`config.mk`:
```
export PLATFORM = sky130hd
export DESIGN_NAME = pgfs_ctrl
export DESIGN_NICKNAME = d
export VERILOG_FILES = /design/src/rtl/pgfs_pkg.sv /design/src/rtl/pgfs_ctrl.sv
export SDC_FILE = /design/constraint.sdc
export NUM_CORES = 1
export LEC_CHECK = 0
export ABC_AREA = 1
export BUFFER_PORTS_ARGS = -buffer_cell sky130_fd_sc_hd__buf_4
export CAP_MARGIN = 25
export CORE_ASPECT_RATIO = 1.5
export CORE_MARGIN = 2
export CORE_UTILIZATION = 59
export DETAILED_ROUTE_END_ITERATION = 8
export PLACE_DENSITY = 0.81
export SLEW_MARGIN = 15
export SYNTH_ARGS = -nofsm -noshare
export SYNTH_HDL_FRONTEND = slang
export SYNTH_SLANG_ARGS = --single-unit
```
`constraint.sdc`:
```
create_clock -name clock -period 2.1 [get_ports clock]
set_clock_uncertainty 0.05 [all_clocks]
set_input_delay 0 -clock clock [delete_from_list [all_inputs] [get_ports clock]]
set_output_delay 0 -clock clock [all_outputs]
set_load 0.1 [all_outputs]
```
`src/rtl/pgfs_pkg.sv`:
```
// ---------------------------------------------------------------------------
// pgfs_pkg
// types and constants shared by the pairwise gravity force sum block
// ---------------------------------------------------------------------------
`default_nettype none

package pgfs_pkg;

   localparam int POS_W     = 24;
   localparam int MASS_W    = 16;
   localparam int SCALE_W   = 32;
   localparam int FORCE_W   = 48;
   localparam int IDX_W     = 6;
   localparam int DIFF_W    = POS_W + 1;
   localparam int MAG_W     = POS_W;
   localparam int SQ_W      = 2 * MAG_W;
   localparam int DEN_W     = SQ_W + 2;
   localparam int MM_W      = 2 * MASS_W;
   localparam int A_W       = SCALE_W + MM_W;
   localparam int PP_W      = 32 + MAG_W;
   localparam int NUM_W     = A_W + MAG_W + 2;
   localparam int ACC_W     = 56;
   localparam int DIV_STEPS = FORCE_W;
   localparam int STEP_W    = 6;

   localparam logic [2:0]  CSR_ADDR_W_BITS  = 3'd3;
   localparam logic        CSR_IDX_FORCE_SCALE = 1'b0;
   localparam logic [SCALE_W-1:0] FORCE_SCALE_RESET = 32'h0100_0000;

   typedef struct packed {
      logic signed [POS_W-1:0] pos_x;
      logic signed [POS_W-1:0] pos_y;
      logic signed [POS_W-1:0] pos_z;
      logic [MASS_W-1:0]       body_mass;
      logic                    affected;
   } body_type;

   typedef enum logic [3:0] {
      ST_LOAD,
      ST_JSEL,
      ST_READ,
      ST_DIFF,
      ST_SQR,
      ST_SUM,
      ST_CHECK,
      ST_DIV_INIT,
      ST_DIV,
      ST_ACC,
      ST_EMIT
   } pgfs_state_type;

   typedef struct packed {
      logic load;
      logic acc_clear;
      logic coin_set;
      logic div_init;
      logic div_step;
      logic acc_add;
      logic emit;
      logic last;
   } pgfs_cmd_type;

   typedef struct packed {
      logic den_zero;
      logic affected;
      logic out_free;
   } pgfs_status_type;

endpackage

`default_nettype wire

```
`src/rtl/pgfs_ctrl.sv`:
```
// ---------------------------------------------------------------------------
// pgfs_ctrl
// sequencer for body loading, pair loop, division steps and result emit
// ---------------------------------------------------------------------------
`default_nettype none

module pgfs_ctrl
   import pgfs_pkg::*;
#(
   parameter int  MAX_BODIES = 64,
   localparam int ADDR_W = (MAX_BODIES > 1) ? $clog2(MAX_BODIES) : 1,
   localparam int CNT_W  = $clog2(MAX_BODIES + 1)
) (
   input  wire logic            clock,
   input  wire logic            reset,
   input  wire logic            req_valid,
   input  wire logic            req_last_body,
   output logic                 req_ready,
   input  wire pgfs_status_type status,
   output pgfs_cmd_type         cmd,
   output logic [ADDR_W-1:0]    wr_addr,
   output logic [ADDR_W-1:0]    rd_addr_i,
   output logic [ADDR_W-1:0]    rd_addr_j
);

   pgfs_state_type    state_ff, state_in;
   logic [CNT_W-1:0]  count_ff, count_in;
   logic [CNT_W-1:0]  n_ff, n_in;
   logic [CNT_W-1:0]  i_ff, i_in;
   logic [CNT_W-1:0]  j_ff, j_in;
   logic [STEP_W-1:0] step_ff, step_in;
   logic              accept;
   logic              room;
   logic              last_i;
   logic              skip_pair;
   logic [CNT_W-1:0]  count_inc;

   assign accept    = req_valid && (state_ff == ST_LOAD);
   assign room      = count_ff < CNT_W'(MAX_BODIES);
   assign count_inc = room ? count_ff + 1'b1 : count_ff;
   assign last_i    = (i_ff == n_ff - 1'b1);
   assign skip_pair = status.den_zero || !status.affected;

   always_ff @(posedge clock) begin
      if (reset) begin
         state_ff <= ST_LOAD;
         count_ff <= '0;
         n_ff     <= '0;
         i_ff     <= '0;
         j_ff     <= '0;
         step_ff  <= '0;
      end else begin
         state_ff <= state_in;
         count_ff <= count_in;
         n_ff     <= n_in;
         i_ff     <= i_in;
         j_ff     <= j_in;
         step_ff  <= step_in;
      end
   end

   // next state
   always_comb begin
      state_in = state_ff;
      unique case (state_ff)
         ST_LOAD: begin
            if (accept && req_last_body) state_in = ST_JSEL;
         end
         ST_JSEL: begin
            if (j_ff == n_ff) state_in = ST_EMIT;
            else if (j_ff != i_ff) state_in = ST_READ;
         end
         ST_READ:  state_in = ST_DIFF;
         ST_DIFF:  state_in = ST_SQR;
         ST_SQR:   state_in = ST_SUM;
         ST_SUM:   state_in = ST_CHECK;
         ST_CHECK: begin
            state_in = skip_pair ? ST_JSEL : ST_DIV_INIT;
         end
         ST_DIV_INIT: state_in = ST_DIV;
         ST_DIV: begin
            if (step_ff == STEP_W'(DIV_STEPS - 1)) state_in = ST_ACC;
         end
         ST_ACC: state_in = ST_JSEL;
         ST_EMIT: begin
            if (status.out_free) state_in = last_i ? ST_LOAD : ST_JSEL;
         end
         default: state_in = ST_LOAD;
      endcase
   end

   // outputs
   always_comb begin
      cmd           = '0;
      req_ready     = 1'b0;
      cmd.last      = last_i;
      unique case (state_ff)
         ST_LOAD: begin
            req_ready     = 1'b1;
            cmd.load      = accept && room;
            cmd.acc_clear = accept && req_last_body;
         end
         ST_CHECK:    cmd.coin_set = status.den_zero;
         ST_DIV_INIT: cmd.div_init = 1'b1;
         ST_DIV:      cmd.div_step = 1'b1;
         ST_ACC:      cmd.acc_add  = 1'b1;
         ST_EMIT: begin
            cmd.emit      = status.out_free;
            cmd.acc_clear = status.out_free;
         end
         default: begin
         end
      endcase
   end

   // counters
   always_comb begin
      count_in = count_ff;
      n_in     = n_ff;
      i_in     = i_ff;
      j_in     = j_ff;
      step_in  = step_ff;
      case (state_ff)
         ST_LOAD: begin
            if (accept) begin
               count_in = count_inc;
               if (req_last_body) begin
                  n_in = count_inc;
                  i_in = '0;
                  j_in = '0;
               end
            end
         end
         ST_JSEL: begin
            if (j_ff != n_ff && j_ff == i_ff) j_in = j_ff + 1'b1;
         end
         ST_CHECK: begin
            if (skip_pair) j_in = j_ff + 1'b1;
         end
         ST_DIV_INIT: step_in = '0;
         ST_DIV:      step_in = step_ff + 1'b1;
         ST_ACC:      j_in = j_ff + 1'b1;
         ST_EMIT: begin
            if (status.out_free) begin
               if (last_i) begin
                  count_in = '0;
               end else begin
                  i_in = i_ff + 1'b1;
                  j_in = '0;
               end
            end
         end
         default: begin
         end
      endcase
   end

   assign wr_addr   = count_ff[ADDR_W-1:0];
   assign rd_addr_i = i_ff[ADDR_W-1:0];
   assign rd_addr_j = j_ff[ADDR_W-1:0];

endmodule

`default_nettype wire

```
==> impl_results.md <==
* Status: completed
* Total vias in the final route at roughly 2900
* Core area at around 0.0045 mm²
* R2R Path End: i_ff[4]
* All-Layer GR Usage at 0.277
* Met3 Usage GRT at 0.0497
* Hold Path Class: in2reg
* Worst-path clk slew at ~0.080 ns
* Dpl cells at slightly above 500
* Fill cells at approximately 400
* Leak pwr at around 0.0016 µW
* HP Start: status[0]
* Finished Core Util at 0.714
* Grt ovf at 0
* Ant diodes at 0
* Multi-input gate area at roughly 0.0017 mm²
* R2R setup slack at around 0.095 ns
* Vias per cell at approximately 5.4
* GRT Max-Usage Layer: met2
* Final period util at 0.955
* Crit path kind: reg2reg
* R2R cell count at 13
* Synth Area per Inst at around 6.3 µm²
* First-pass GRT wire length at between 10000 and 15000 µm
* Die area at between 0.005 and 0.006 mm²
* Row count at 30
* CTS tree: done
* Req. time, crit path at 2.23 ns
* DP Wirelength at approximately 5000 µm
* IO Pins at 34
* Crit path DAT at ~2.1 ns
* Worst Hold Path EP: state_ff[1]
* H-tree levels at 2
* Worst setup path start: n_ff[1]
* Residual DRC at 0
* VDD IR max at approximately 1.1 mV
* Clock sinks at 38
* Initial antenna violation count at 0
* Post-Layout Cell Count at between 500 and 600
* Max-Cap Viols at 0
* Synth Cell Area at between 0.002 and 0.003 mm²
* Hold Crit Depth at 4
* Setup_tns at 0 ns
* Global Route met2 Usage at 0.497
* Clk buf depth at 2
* Setup crit start kind: flip-flop
* Post-synthesis sequential area ratio at 0.270
* Number of distinct library cells after synthesis at 36
* Final Worst Setup Slack at between 0.09 and 0.1 ns
* DRT Wirelength at a little over 7000 µm
* Die X at 60.4 µm
* Mapped Cells at 446
* NumNets Final at 481
* Worst slew pin tran at around 0.48 ns
* Clk_lat worst skew at approximately 0.3 ns
* Element type at the critical path end: flip-flop
* Pre-CTS setup slack at ~0.048 ns
* WL/cell at approximately 13 µm
* Register area at about 770 µm²
* Die height at roughly 89 µm
* Final Hold Viols at 0
* Worst rel slew slack at 0.680
* Pin count of the biggest net entering global routing at 24
* Clock Tree Root: clkbuf_8
* Port Buf Inserts at 33
* Pwr dens at ~1200 mW/mm²
* Area Overhead vs Synth at 15.3%
* Final Wtd Congestion at ~0.94
* Share of cells above drive strength 1 at 0.200
* Final min period at between 2 and 2.5 ns
* Initial DRC count at between 150 and 200
* Number of synthesized register bits at 38
* CTS Buf Count at 5
* Worst reg2reg path startpoint: n_ff[1]
* Final Max Slew Viols at 0
* Routed Antenna Nets at 0
* Starting Density at 0.620
* 1st-pass router iterations at 4
* GRT met1 Usage at 0.307
* Fmax achieved at about 500 MHz
* Syn Nets at 458
* Setup violations, final at 0
* Vias in the first global route at approximately 2600
* Crit-path max FO at 6
* Number of synthesis warnings at 0
worst max-delay path, stage by stage, from the launching register on:
cell	delay, ns
dfxtp_2	0.35
inv_1	0.06
ha_2	0.20
inv_1	0.05
nand2_1	0.05
nand2_1	0.07
nand2_1	0.05
nand2_1	0.12
nand3_2	0.11
nor2_4	0.16
nand3_4	0.20
buf_4	0.23
nand3_1	0.10
a21oi_1	0.09
sequential cells by signal, indices dropped and copies added (netlist names):
register,cells
state_ff,4
j_ff,7
n_ff,7
i_ff,7
step_ff,6
count_ff,7
cells by family after synthesis:
| logic type | share of synthesized area |
|---|---|
| flops | 0.270 |
| fa+ha+maj | 0.0222 |
| simple gates | 0.362 |
| compound gates | 0.114 |
| xor+xnor | 0.0809 |
| buf+inv | 0.151 |
cells in the mapped netlist, drive strengths merged:
master	instances	area [µm²]
a211oi	4	30.0
a21oi	33	176
a22oi	1	7.51
a311oi	1	8.76
a31oi	1	6.26
buf	28	194
clkbuf	6	23.8
dfxtp	38	761
ha	5	62.6
inv	55	206
nand2	124	485
nand3	44	233
nand3b	2	15.0
nand4	3	18.8
nor2	55	231
nor3	3	20.0
nor3b	2	15.0
o211a	1	10.0
o211ai	1	7.51
o21ai	10	53.8
o22ai	2	12.5
o31ai	1	7.51
xnor2	11	96.3
xor2	15	131
worst max path at each step:
stage,end,slack (ns),depth (start not counted)
final,i_ff[4],0.09,13
after global routing,count_ff[4],-0.03,14
after CTS,count_ff[6],0.03,14
after detailed placement,count_ff[1],0.05,14
after global placement,count_ff[0],0.14,14
after floorplan,cmd[7],-0.32,5
layout make-up:
cell class,count,share of cell area
multi-input combinational,321,0.529
sequential,38,0.236
timing repair buffer,48,0.113
inverter,55,0.0636
tap,64,0.0247
clock buffer,5,0.0212
clock inverter,3,0.0123
power by group:
part           switching (µW)  total, µW  internal (µW)
combinational            1630       2280            649
clock                     277        627            350
sequential                197       1040            847
routing by layer:
layer  vias up  wire (µm)
met5         -          0
met4         0        223
met3        22        426
met2       106       3660
met1      1302       2780
li1       1438          -
placed cells by master (no fill, tap or decap), drive strengths merged:
| master | n |
|---|---|
| a211oi | 4 |
| a21oi | 33 |
| a22oi | 1 |
| a311oi | 1 |
| a31oi | 1 |
| buf | 47 |
| bufinv | 1 |
| clkbuf | 5 |
| clkinv | 2 |
| dfxtp | 38 |
| dlygate4sd3 | 1 |
| ha | 5 |
| inv | 55 |
| nand2 | 125 |
| nand3 | 45 |
| nand3b | 2 |
| nand4 | 3 |
| nor2 | 55 |
| nor3 | 3 |
| nor3b | 2 |
| o211a | 1 |
| o211ai | 1 |
| o21ai | 10 |
| o22ai | 2 |
| o31ai | 1 |
| xnor2 | 11 |
| xor2 | 15 |
through the flow:
| step | hold WS [ns] | power, µW | cell area [µm²] |
|---|---|---|---|
| final | 0.0276 | 3950 | 3240 |
| after global routing | 0.0581 | 4190 | 3240 |
| after CTS | 0.0245 | 3800 | 3140 |
| after detailed placement | 0.308 | 3180 | 3020 |
| after global placement | 0.308 | 3130 | 3020 |
| after floorplan | 0.0280 | 2890 | 2850 |
timing repair:
item,in CTS,in global routing
endpoints found under the setup margin,0,22
endpoints found under the hold margin,1,0
hold buffers,1,0
buffers inserted,0,6
gates resized for setup,0,10
Note: power is estimated with default switching activity, not from simulation.
